`src/hdl/camc_pkg.sv`:
```
package camc_pkg;

  localparam int unsigned CoW      = 12;
  localparam int unsigned Co2W     = 16;
  localparam int unsigned SeatW    = 4;
  localparam int unsigned CfgIdxW  = 4;
  localparam int unsigned CfgDataW = 16;

  // Register indexes on the configuration port
  localparam logic [CfgIdxW-1:0] RegCoAlarm       = 4'd0;
  localparam logic [CfgIdxW-1:0] RegCo2Alarm      = 4'd1;
  localparam logic [CfgIdxW-1:0] RegCoActive      = 4'd2;
  localparam logic [CfgIdxW-1:0] RegCoDiff        = 4'd3;
  localparam logic [CfgIdxW-1:0] RegCoRise        = 4'd4;
  localparam logic [CfgIdxW-1:0] RegCo2High       = 4'd5;
  localparam logic [CfgIdxW-1:0] RegCo2OutsideHigh = 4'd6;
  localparam logic [CfgIdxW-1:0] RegCo2BaseThresh = 4'd7;

  // Register reset values
  localparam logic [CoW-1:0]  CoAlarmRst        = 12'd1000;
  localparam logic [Co2W-1:0] Co2AlarmRst       = 16'd10000;
  localparam logic [CoW-1:0]  CoActiveRst       = 12'd30;
  localparam logic [CoW-1:0]  CoDiffRst         = 12'd10;
  localparam logic [CoW-1:0]  CoRiseRst         = 12'd20;
  localparam logic [Co2W-1:0] Co2HighRst        = 16'd1300;
  localparam logic [Co2W-1:0] Co2OutsideHighRst = 16'd2000;
  localparam logic [Co2W-1:0] Co2BaseThreshRst  = 16'd550;

  // Threshold step per occupied seat
  localparam logic [7:0] SeatStepPpm = 8'd150;

  typedef enum logic [1:0] {
    MODE_RECIRC = 2'd0,
    MODE_FRESH  = 2'd1,
    MODE_OFF    = 2'd2
  } ac_mode_e;

  typedef struct packed {
    logic [CoW-1:0]   co_inside_ppm;
    logic [CoW-1:0]   co_outside_ppm;
    logic [Co2W-1:0]  co2_inside_ppm;
    logic [Co2W-1:0]  co2_outside_ppm;
    logic [SeatW-1:0] seat_bits;
  } in_item_t;

  typedef struct packed {
    logic [1:0]      ac_mode;
    logic            holding;
    logic [Co2W-1:0] co2_threshold;
  } out_item_t;

endpackage

```
`src/hdl/camc_if.sv`:
```
interface camc_in_if;
  import camc_pkg::*;
  logic     valid;
  logic     ready;
  in_item_t data;
  modport source (output valid, output data, input ready);
  modport sink (input valid, input data, output ready);
endinterface

interface camc_out_if;
  import camc_pkg::*;
  logic      valid;
  logic      ready;
  out_item_t data;
  modport source (output valid, output data, input ready);
  modport sink (input valid, input data, output ready);
endinterface

```
`src/hdl/cabin_air_mode_controller_unit.sv`:
```
// Channel    Dir  Payload                                        Handshake
// in_ch      in   co/co2 inside/outside ppm, seat_bits           valid/ready
// out_ch     out  ac_mode, holding, co2_threshold                valid/ready
// cfg        in   cfg_idx_i, cfg_data_i                          cfg_we_i, no wait
//
// One request is taken per cycle while out_ch is not stalled; its result passes through the
// input register, then the result register. The mode update is one pass of compares.
// Reset (rst_ni low, async) clears the mode state and loads the register defaults.
// A stall on out_ch holds the result register, then the input register, then in_ch.
module cabin_air_mode_controller_unit (
  input  logic                          clk_i,
  input  logic                          rst_ni,
  camc_in_if.sink                       in_ch,
  camc_out_if.source                    out_ch,
  input  logic                          cfg_we_i,
  input  logic [camc_pkg::CfgIdxW-1:0]  cfg_idx_i,
  input  logic [camc_pkg::CfgDataW-1:0] cfg_data_i
);
  import camc_pkg::*;

  typedef struct packed {
    logic           armed;
    logic [CoW-1:0] base;
    logic           trip;
  } bl_t;

  // Take the baseline on first detection; trip on a rise past it
  function automatic bl_t bl_check(input logic armed, input logic [CoW-1:0] base,
                                   input logic [CoW-1:0] co, input logic [CoW-1:0] rise);
    bl_t r;
    r.armed = armed;
    r.base  = base;
    r.trip  = 1'b0;
    if (!armed) begin
      r.base  = co;
      r.armed = 1'b1;
    end
    if ({1'b0, co} > ({1'b0, r.base} + {1'b0, rise})) begin
      r.trip  = 1'b1;
      r.base  = '0;
      r.armed = 1'b0;
    end
    return r;
  endfunction

  // Configuration registers
  logic [CoW-1:0]  co_alarm_q, co_active_q, co_diff_q, co_rise_q;
  logic [Co2W-1:0] co2_alarm_q, co2_high_q, co2_out_high_q, co2_base_thr_q;

  // Mode state
  ac_mode_e       mode_q, mode_d;
  logic           armed_q, armed_d;
  logic [CoW-1:0] base_q, base_d;
  logic           vent_q, vent_d;
  logic           hold_q, hold_d;

  // Pipeline
  logic      s1_valid_q;
  in_item_t  s1_data_q;
  logic      out_valid_q;
  out_item_t out_data_q;
  out_item_t res;
  logic      s2_load, s1_fire;

  logic [2:0]      seat_cnt;
  logic [9:0]      seat_add;
  logic [Co2W:0]   thr_sum;
  logic [Co2W-1:0] thr;
  bl_t             bl;

  assign s2_load      = !out_valid_q || out_ch.ready;
  assign s1_fire      = s1_valid_q && s2_load;
  assign in_ch.ready  = !s1_valid_q || s2_load;
  assign out_ch.valid = out_valid_q;
  assign out_ch.data  = out_data_q;

  always_ff @(posedge clk_i or negedge rst_ni) begin
    if (!rst_ni) begin
      co_alarm_q     <= CoAlarmRst;
      co2_alarm_q    <= Co2AlarmRst;
      co_active_q    <= CoActiveRst;
      co_diff_q      <= CoDiffRst;
      co_rise_q      <= CoRiseRst;
      co2_high_q     <= Co2HighRst;
      co2_out_high_q <= Co2OutsideHighRst;
      co2_base_thr_q <= Co2BaseThreshRst;
    end else if (cfg_we_i) begin
      unique case (cfg_idx_i)
        RegCoAlarm:        co_alarm_q     <= cfg_data_i[CoW-1:0];
        RegCo2Alarm:       co2_alarm_q    <= cfg_data_i[Co2W-1:0];
        RegCoActive:       co_active_q    <= cfg_data_i[CoW-1:0];
        RegCoDiff:         co_diff_q      <= cfg_data_i[CoW-1:0];
        RegCoRise:         co_rise_q      <= cfg_data_i[CoW-1:0];
        RegCo2High:        co2_high_q     <= cfg_data_i[Co2W-1:0];
        RegCo2OutsideHigh: co2_out_high_q <= cfg_data_i[Co2W-1:0];
        RegCo2BaseThresh:  co2_base_thr_q <= cfg_data_i[Co2W-1:0];
        default: ;  // drop writes past the last register
      endcase
    end
  end

  // Occupancy threshold, saturated
  always_comb begin
    seat_cnt = {2'b0, s1_data_q.seat_bits[0]} + {2'b0, s1_data_q.seat_bits[1]}
             + {2'b0, s1_data_q.seat_bits[2]} + {2'b0, s1_data_q.seat_bits[3]};
    seat_add = 10'({7'b0, seat_cnt} * {2'b0, SeatStepPpm});
    thr_sum  = {1'b0, co2_base_thr_q} + {7'b0, seat_add};
    thr      = thr_sum[Co2W] ? '1 : thr_sum[Co2W-1:0];
  end

  always_comb begin
    mode_d  = mode_q;
    armed_d = armed_q;
    base_d  = base_q;
    vent_d  = vent_q;
    hold_d  = hold_q;
    bl      = '0;
    if (hold_q) begin
      if (s1_data_q.co2_outside_ppm <= co2_high_q) begin
        hold_d = 1'b0;
        mode_d = MODE_FRESH;
      end
    end else begin
      if (s1_data_q.co_inside_ppm >= co_alarm_q || s1_data_q.co2_inside_ppm >= co2_alarm_q) begin
        mode_d = MODE_OFF;
      end
      if (s1_data_q.co_inside_ppm >= co_active_q) begin
        // inside much worse: take fresh air
        if ({1'b0, s1_data_q.co_inside_ppm} >=
            ({1'b0, s1_data_q.co_outside_ppm} + {1'b0, co_diff_q})) begin
          if (mode_d == MODE_RECIRC) mode_d = MODE_FRESH;
          if (mode_d == MODE_FRESH) begin
            bl      = bl_check(armed_d, base_d, s1_data_q.co_inside_ppm, co_rise_q);
            armed_d = bl.armed;
            base_d  = bl.base;
            if (bl.trip) mode_d = MODE_OFF;
          end
        end
        // outside much worse: recirculate; sees the first case's update
        if ({1'b0, s1_data_q.co_outside_ppm} >=
            ({1'b0, s1_data_q.co_inside_ppm} + {1'b0, co_diff_q})) begin
          if (mode_d == MODE_FRESH) mode_d = MODE_RECIRC;
          if (mode_d == MODE_RECIRC) begin
            bl      = bl_check(armed_d, base_d, s1_data_q.co_inside_ppm, co_rise_q);
            armed_d = bl.armed;
            base_d  = bl.base;
            if (bl.trip) mode_d = MODE_OFF;
          end
        end
      end else begin
        if (s1_data_q.co2_inside_ppm >= co2_high_q) begin
          if (mode_d == MODE_RECIRC) begin
            mode_d = MODE_FRESH;
            vent_d = 1'b1;
          end
          if (mode_d == MODE_FRESH && !vent_d &&
              s1_data_q.co2_outside_ppm >= co2_out_high_q &&
              s1_data_q.co2_outside_ppm > co2_high_q) begin
            mode_d = MODE_RECIRC;
            hold_d = 1'b1;
          end
        end
        if (vent_d && s1_data_q.co2_inside_ppm < thr) begin
          mode_d = MODE_RECIRC;
          vent_d = 1'b0;
        end
      end
    end
    res.ac_mode       = mode_d;
    res.holding       = hold_d;
    res.co2_threshold = thr;
  end

  always_ff @(posedge clk_i or negedge rst_ni) begin
    if (!rst_ni) begin
      s1_valid_q  <= 1'b0;
      out_valid_q <= 1'b0;
      mode_q      <= MODE_RECIRC;
      armed_q     <= 1'b0;
      base_q      <= '0;
      vent_q      <= 1'b0;
      hold_q      <= 1'b0;
    end else begin
      if (in_ch.valid && in_ch.ready) begin
        s1_valid_q <= 1'b1;
      end else if (s1_fire) begin
        s1_valid_q <= 1'b0;
      end
      if (s2_load) begin
        out_valid_q <= s1_valid_q;
      end
      if (s1_fire) begin
        mode_q  <= mode_d;
        armed_q <= armed_d;
        base_q  <= base_d;
        vent_q  <= vent_d;
        hold_q  <= hold_d;
      end
    end
  end

  always_ff @(posedge clk_i) begin
    if (in_ch.valid && in_ch.ready) begin
      s1_data_q <= in_ch.data;
    end
    if (s1_fire) begin
      out_data_q <= res;
    end
  end

`ifndef SYNTHESIS
  a_hold_recirc: assert property (@(posedge clk_i) disable iff (!rst_ni)
    hold_q |-> mode_q == MODE_RECIRC)
    else $error("hold active outside recirculation");

  a_vent_no_hold: assert property (@(posedge clk_i) disable iff (!rst_ni)
    vent_q |-> !hold_q)
    else $error("venting and hold both set");

  a_base_disarmed: assert property (@(posedge clk_i) disable iff (!rst_ni)
    !armed_q |-> base_q == '0)
    else $error("baseline kept while disarmed");

  a_stall_state: assert property (@(posedge clk_i) disable iff (!rst_ni)
    out_valid_q && !out_ch.ready |=> $stable(mode_q) && $stable(vent_q) && $stable(hold_q))
    else $error("mode state moved during output stall");
`endif

endmodule
```
`src/flat_wrapper.sv`:
```
// flat-port wrapper written by rule: the top's interface ports become plain ports
module cabin_air_mode_controller_unit_flat import camc_pkg::*;
  (clk_i, rst_ni, cfg_we_i, cfg_idx_i, cfg_data_i, in_ch_valid, in_ch_data, in_ch_ready, out_ch_valid, out_ch_data, out_ch_ready);
  camc_in_if in_ch_i ();
  camc_out_if out_ch_i ();
  input  logic clk_i;
  input  logic rst_ni;
  input  logic cfg_we_i;
  input  logic [camc_pkg::CfgIdxW-1:0] cfg_idx_i;
  input  logic [camc_pkg::CfgDataW-1:0] cfg_data_i;
  input wire logic [$bits(in_ch_i.valid)-1:0] in_ch_valid;
  input wire logic [$bits(in_ch_i.data)-1:0] in_ch_data;
  output wire logic [$bits(in_ch_i.ready)-1:0] in_ch_ready;
  output wire logic [$bits(out_ch_i.valid)-1:0] out_ch_valid;
  output wire logic [$bits(out_ch_i.data)-1:0] out_ch_data;
  input wire logic [$bits(out_ch_i.ready)-1:0] out_ch_ready;
  assign in_ch_i.valid = in_ch_valid;
  assign in_ch_i.data = in_ch_data;
  assign in_ch_ready = in_ch_i.ready;
  assign out_ch_valid = out_ch_i.valid;
  assign out_ch_data = out_ch_i.data;
  assign out_ch_i.ready = out_ch_ready;
  cabin_air_mode_controller_unit u_core (.clk_i(clk_i), .rst_ni(rst_ni), .in_ch(in_ch_i), .out_ch(out_ch_i), .cfg_we_i(cfg_we_i), .cfg_idx_i(cfg_idx_i), .cfg_data_i(cfg_data_i));
endmodule
```
`config.mk`:
```
export PLATFORM = sky130hd
export DESIGN_NAME = cabin_air_mode_controller_unit_flat
export DESIGN_NICKNAME = d
export VERILOG_FILES = /design/src/hdl/camc_pkg.sv /design/src/hdl/camc_if.sv /design/src/hdl/cabin_air_mode_controller_unit.sv /design/src/flat_wrapper.sv
export SDC_FILE = /design/constraint.sdc
export NUM_CORES = 1
export LEC_CHECK = 0
export ABC_AREA = 1
export BUFFER_PORTS_ARGS = -buffer_cell sky130_fd_sc_hd__clkbuf_2
export CORE_ASPECT_RATIO = 1.4
export CORE_MARGIN = 2
export CORE_UTILIZATION = 52
export DETAILED_ROUTE_END_ITERATION = 8
export PLACE_DENSITY_LB_ADDON = 0.3
export SLEW_MARGIN = 20
export SYNTH_ARGS = -nofsm -noshare
export SYNTH_HDL_FRONTEND = slang
export SYNTH_SLANG_ARGS = --single-unit
export TNS_END_PERCENT = 10
```
`constraint.sdc`:
```
create_clock -name clk_i -period 8.85 [get_ports clk_i]
set_input_delay 1.3275 -clock clk_i [delete_from_list [all_inputs] [get_ports clk_i]]
set_output_delay 1.3275 -clock clk_i [all_outputs]
set_load 0.005 [all_outputs]
```
==> results of run 1 <==
==> power groups by stage <==
stage	Clock, mW	Combinational (mW)	Sequential, mW
after detailed placement	0	2.18	1.42
after global routing	1.07	2.53	1.43
final	1.01	2.20	1.41
after CTS	1.03	2.20	1.41
after global placement	0	2.10	1.42
after floorplan	0	1.65	1.37
==> cells in the final DEF (no fill, tap or decap), drive strengths merged, types with 2 or more instances in the layout <==
cell type / netlist / final
a211oi: 6 / 6
a21boi: 14 / 14
a21o: 6 / 6
a21oi: 135 / 135
a31oi: 9 / 9
and2: 14 / 14
buf: 5 / 17
bufinv: 0 / 2
clkbuf: 26 / 137
clkinv: 0 / 6
dfrtp: 98 / 98
dfstp: 33 / 33
edfxtp: 79 / 79
fa: 8 / 8
ha: 216 / 216
inv: 240 / 242
nand2: 427 / 427
nand3: 82 / 82
nand3b: 4 / 4
nand4: 25 / 25
nor2: 116 / 116
nor3: 14 / 14
nor4: 2 / 2
o211ai: 8 / 8
o21ai: 140 / 140
o21bai: 3 / 3
or2: 2 / 2
xnor2: 15 / 15
xor2: 33 / 33
==> worst max-delay path by stage <==
stage | start | endpoint | slack [ns] | cells after the start
after floorplan | u_core.s1_data_q[49] | u_core.out_ch.data[18] | 2.50 | 48
after global placement | u_core.armed_q | u_core.base_q[11] | 1.36 | 45
after detailed placement | u_core.armed_q | u_core.base_q[11] | 1.14 | 45
after CTS | u_core.armed_q | u_core.base_q[11] | 1.14 | 45
after global routing | u_core.armed_q | u_core.base_q[10] | 0.20 | 45
final | u_core.armed_q | u_core.base_q[11] | 1.06 | 45
==> stage by stage <==
| step | instances | total power, mW | utilization [%] |
|---|---|---|---|
| after floorplan | 1767 | 3.02 | - |
| after global placement | 2227 | 3.52 | 56.6 |
| after detailed placement | 2227 | 3.60 | 56.6 |
| after CTS | 2271 | 4.64 | 59.5 |
| after global routing | 2272 | 5.03 | 59.5 |
| final | 2272 | 4.61 | 59.5 |
==> logic make-up after synthesis <==
family	count (synthesis)	synth area share (%)
compound gates	326	12.0
xor+xnor	48	2.87
simple gates	688	19.8
buf+inv	271	7.08
fa+ha+maj	224	19.5
flops	210	38.8
==> metal layers <==
layer  wire length (µm)  global-route usage (%)  share of wire, %
met1              14300                    27.1                38
met2              19500                    49.3                52
met3               1410                    3.21               3.8
met4               2080                    13.6               5.6
met5                  0                       0                 0
==> registers in the layout, indices dropped and copies added, names as in the netlist, 2 cells and up <==
register and flops:
u_core.base_q 12, u_core.co2_alarm_q 16, u_core.co2_base_thr_q 16, u_core.co2_high_q 16
u_core.co2_out_high_q 16, u_core.co_active_q 12, u_core.co_alarm_q 12, u_core.co_diff_q 12
u_core.co_rise_q 12, u_core.mode_q 2, u_core.out_ch.data 19, u_core.s1_data_q 60
==> worst max-delay path, delay by kind of cell, from the launching register on <==
kind            cells  cell delay, ns
simple gates       24            2.66
compound gates     10            1.97
fa+ha+maj           5            1.55
flops               1            0.77
buf+inv             4            0.45
xor+xnor            2            0.28
==> layout make-up <==
| class | count | area (µm²) |
|---|---|---|
| Tap cell | 370 | 463 |
| Antenna cell | 1 | 2.50 |
| Clock buffer | 33 | 676 |
| Multi-Input combinational cell | 1286 | 7950 |
| Timing Repair Buffer | 121 | 648 |
| Fill cell | 2475 | 11200 |
| Inverter | 240 | 901 |
| Sequential cell | 210 | 5690 |
| Clock inverter | 11 | 124 |
==> flow_summary.ini, run 1 <==
[status]
status = complete, no violations

[clock_tree]
numCtsBuffers = 24
postCtsSetupBuffers = 0
cts_buffer_depth = 3
cts_max_level = 1
path_clk_slew_ns = 0.06
cts_resized = 0
tritoncts = built
hold_buffers = 0
insertion_delay_ns = 0.54
cts.sink_count = 210
cts-root-buf = clkbuf_16

[placement]
port_buffers = 105
postPlaceCellArea_um2 = 15600
dp_hpwl_um = 29000
globalplace.congestion = 0.927
dpl_worst_slack_ns = 1.14

[worst_setup_path]
cp-end-kind = register
worstSetupStartpointType = register
cpMaxStageDelayCell = dfrtp_1
reg2reg_slack_ns = 1.06
worstPathRequired_ns = 9.28
rr_startpoint = u_core.armed_q
cp.arrival_ns = 8.23
path_common_cell = nand2_1
r2r-end = u_core.base_q[11]
max_stage_delay_ns = 0.77
r2r_cells = 45
critPathKind = reg -> reg
path_max_fanout = 26

[floorplanning]
start_util_pct = 53.0
die_height_um = 203
fp-row-count = 72
die_width_um = 146
core_um2 = 27700
dieArea_um2 = 29600
num_io_pins = 106

[yosys]
synth.most_common_cell = nand2_1
netlist_area_um2 = 14700
async_flop_share_pct = 62.4
synth_nets = 2076
synth-edff-count = 79
ys.flop_type = dfrtp_1
ys_ff_latch = 210
yosysSeqAreaShare_pct = 38.8
yosys_warnings = 0
syn_avg_cell_area_um2 = 8.30
ys_types = 47
synth_top_area_share_pct = 18.4
yosys.area.top_type = ha_1
synthCells = 1767
synthTopCellsByCount = nand2_1, inv_1, ha_1, o21ai_0, a21oi_1
yosys-top-cells-area = ha_1, dfrtp_1, edfxtp_1, nand2_1, inv_1

[routing]
wl_um = 37300
wl_per_cell_um = 16.4
vias_per_cell = 5.40
post-route-drc-count = 0
drt-pass1-iter-count = 5
drtAntennaViolNets = 0
dr_total_vias = 12300
drt_iter0_drc = 528

[timing]
post-route-min-period_ns = 7.79
grt_setup_unrepaired = false
hold_viol = 0
finalSetupViolCount = 0
holdWs_ns = 0.481
fin_crit_sh_pct = 88.0
fmax_ghz = 0.128
layout_setup_ws_ns = 1.06
slew_headroom_pct = 31.5
worstMarginPinSlew_ns = 1.03
tns_ns = 0
finalMaxSlewViolations = 0
fin_skew_ns = 0.0270

[power_and_ir_drop]
ir_drop_mv = 0.180
p_comb_share_pct = 47.7
power.density_nw_per_um2 = 281
leakage_nw = 8.23
p_sw_mw = 1.90
power_frac_clock_pct = 21.8
p_int_mw = 2.71
switching_share_pct = 41.2
seq_power_share_pct = 30.5

[grt]
grt_usage_pct = 25.7
antenna_found_initial = 1
grt_pass1_vias = 12700
grt_pass1_wl_um = 60600
overflow = 0
grt_max_degree = 74

[finish]
final_area_um2 = 16500
area_delta_synth_final_pct = 12.2
nNetsFinal = 2192
drive_above_1_share_pct = 10.8

[worst_hold_path]
worstHoldStart = u_core.co2_alarm_q[13]
min_path_cells = 2
hp-class = reg -> reg
min_delay_worst_endpoint = u_core.co2_alarm_q[13]

[run]
max_cap_viol_count = 0
Power figures use the tool's default switching activity.
==> run 2: changes to the inputs <==
CELL_PAD_IN_SITES_DETAIL_PLACEMENT = 1   (was not set)
CELL_PAD_IN_SITES_GLOBAL_PLACEMENT = 1   (was not set)
CORE_UTILIZATION = 47   (was 52)
==> run 2 against run 1 <==
  * Global-route usage rose by 1.8 points
  * Highest routed layer unchanged
  * Core utilization down 5.9 points
  * Via count is 3.4% higher
  * Final area hardly changed
  * Worst setup slack improved by 0.058 ns
  * Combinational power grew 5%
  * Cell count up 0.84%
  * Maximum frequency is 0.75% higher
  * Power grew 1.6%
  * Clock-buffer cell count is 1 lower
==> flow_summary.ini, run 2 (synthesized netlist as in run 1, its figures left out) <==
[timing]
hold_viol = 0
finalSetupViolCount = 0
fin_skew_ns = 0.0249
fin_crit_sh_pct = 87.4
worstMarginPinSlew_ns = 0.919
fmax_ghz = 0.129
finalMaxSlewViolations = 0
tns_ns = 0
post-route-min-period_ns = 7.73
slew_headroom_pct = 38.8
grt_setup_unrepaired = false

[finish]
layout_commonest_cell = nand2_1
mostFrequentLayoutCells = nand2_1, inv_1, ha_1, o21ai_0, a21oi_1
nNetsFinal = 2192
instances_no_fill = 2291
regMostFlops = u_core.s1_data_q
antennaDiodeCount = 0
largest_register_ffs = 60
drive_above_1_share_pct = 10.9
area_delta_synth_final_pct = 12.2

[worst_setup_path]
cp.arrival_ns = 8.18
critPathKind = reg -> reg
max_stage_delay_ns = 0.65
rr_startpoint = u_core.s1_data_q[50]
worstSetupStartpointType = register
worstPathRequired_ns = 9.30
reg2reg_slack_ns = 1.12
r2r_cells = 46
r2r-end = u_core.base_q[9]
path_common_cell = nand2_1
path_max_fanout = 14
cpMaxStageDelayCell = edfxtp_1
cp-end-kind = register

[power_and_ir_drop]
ir_drop_mv = 0.176
p_comb_share_pct = 49.0
power.density_nw_per_um2 = 285
seq_power_share_pct = 30.3
power_frac_clock_pct = 20.8
switching_share_pct = 42.6
leakage_nw = 8.21
p_sw_mw = 2.00
p_int_mw = 2.69

[worst_hold_path]
min_delay_worst_endpoint = u_core.co_active_q[11]
min_path_cells = 2
hp-class = reg -> reg
worstHoldStart = u_core.co_active_q[11]

[clock_tree]
numCtsBuffers = 24
tritoncts = built
path_clk_slew_ns = 0.06
cts_buffer_depth = 3
cts_max_level = 1
cts-root-buf = clkbuf_16
cts.sink_count = 210
insertion_delay_ns = 0.54

[grt]
grt_usage_pct = 27.5
grt_max_degree = 68
grt_pass1_wl_um = 70700
antenna_found_initial = 0
overflow = 0
grt_pass1_vias = 14000

[floorplanning]
num_io_pins = 106
start_util_pct = 47.8
fp-row-count = 76
dieArea_um2 = 32700
die_width_um = 153
core_um2 = 30700
die_height_um = 213

[routing]
dr_total_vias = 12700
drt_iter0_drc = 422
wl_per_cell_um = 19.3
drt-pass1-iter-count = 5
post-route-drc-count = 0
vias_per_cell = 5.54
wl_um = 44100
drtAntennaViolNets = 0

[status]
status = complete, no violations

[placement]
globalplace.congestion = 0.948
dp_cells = 2247
dp_hpwl_um = 34800
port_buffers = 105

[run]
max_cap_viol_count = 0
run 2: cell type report:
class | instances | area [µm²]
clock buffers | 32 | 672
multi-input cells | 1286 | 7950
repair buffers | 121 | 652
fillers | 3767 | 14300
flip-flops and latches | 210 | 5690
clock inverters | 12 | 95.1
well taps | 390 | 488
inverters | 240 | 901
run 2: worst max-delay path, delay by kind of cell, from the launching register on:
kind	cells	cell delay [ns]
buffers and inverters	5	0.58
flip-flops	1	0.65
adder cells (fa/ha/maj)	5	1.37
XOR/XNOR	2	0.28
AO/OA/AOI/OAI	10	2.02
AND/OR/NAND/NOR	24	2.67
run 2: power by group through the flow:
stage | logic, mW | registers (mW) | clock network (mW)
2_1_floorplan | 1.65 | 1.37 | 0
3_3_place_gp | 2.17 | 1.43 | 0
3_5_place_dp | 2.29 | 1.43 | 0
4_1_cts | 2.32 | 1.42 | 0.996
5_1_grt | 2.64 | 1.44 | 1.03
6_report | 2.30 | 1.42 | 0.974
run 2: worst max path at each step:
stage / startpoint / endpoint / slack (ns) / cells after the start
3_3_place_gp: u_core.armed_q / u_core.base_q[11] / 1.17 / 45
6_report: u_core.s1_data_q[50] / u_core.base_q[9] / 1.12 / 46
2_1_floorplan: u_core.s1_data_q[49] / u_core.out_ch.data[18] / 2.50 / 48
3_5_place_dp: u_core.armed_q / u_core.base_q[11] / 0.84 / 45
5_1_grt: u_core.armed_q / u_core.base_q[3] / 0.15 / 45
4_1_cts: u_core.armed_q / u_core.base_q[11] / 0.83 / 45
run 2: stage by stage:
stage | cell area [µm²] | power, mW | hold slack, ns | util [%] | setup slack [ns]
after floorplan | 14700 | 3.02 | 0.453 | - | 2.50
after global placement | 15700 | 3.59 | 0.466 | 51.1 | 1.17
after detailed placement | 15700 | 3.72 | 0.474 | 51.1 | 0.839
after CTS | 16400 | 4.73 | 0.489 | 53.5 | 0.829
after global routing | 16500 | 5.11 | 0.517 | 53.6 | 0.150
final | 16500 | 4.69 | 0.487 | 53.6 | 1.12
run 2: timing repair:
| item | in CTS | in global routing |
|---|---|---|
| hold buffers | 0 | 0 |
| setup buffers | 0 | 0 |
| gates resized for setup | 0 | 1 |
| endpoints found under the setup margin | 0 | 14 |
run 2: metal layers:
| metal | share of wire (%) | global-route usage, % | vias to the layer above |
|---|---|---|---|
| met5 | 0 | 0 | - |
| met4 | 6.7 | 16.3 | 0 |
| met3 | 3.2 | 3.17 | 133 |
| met2 | 53 | 52.8 | 241 |
| met1 | 37 | 28.6 | 6184 |
| li1 | - | - | 6132 |
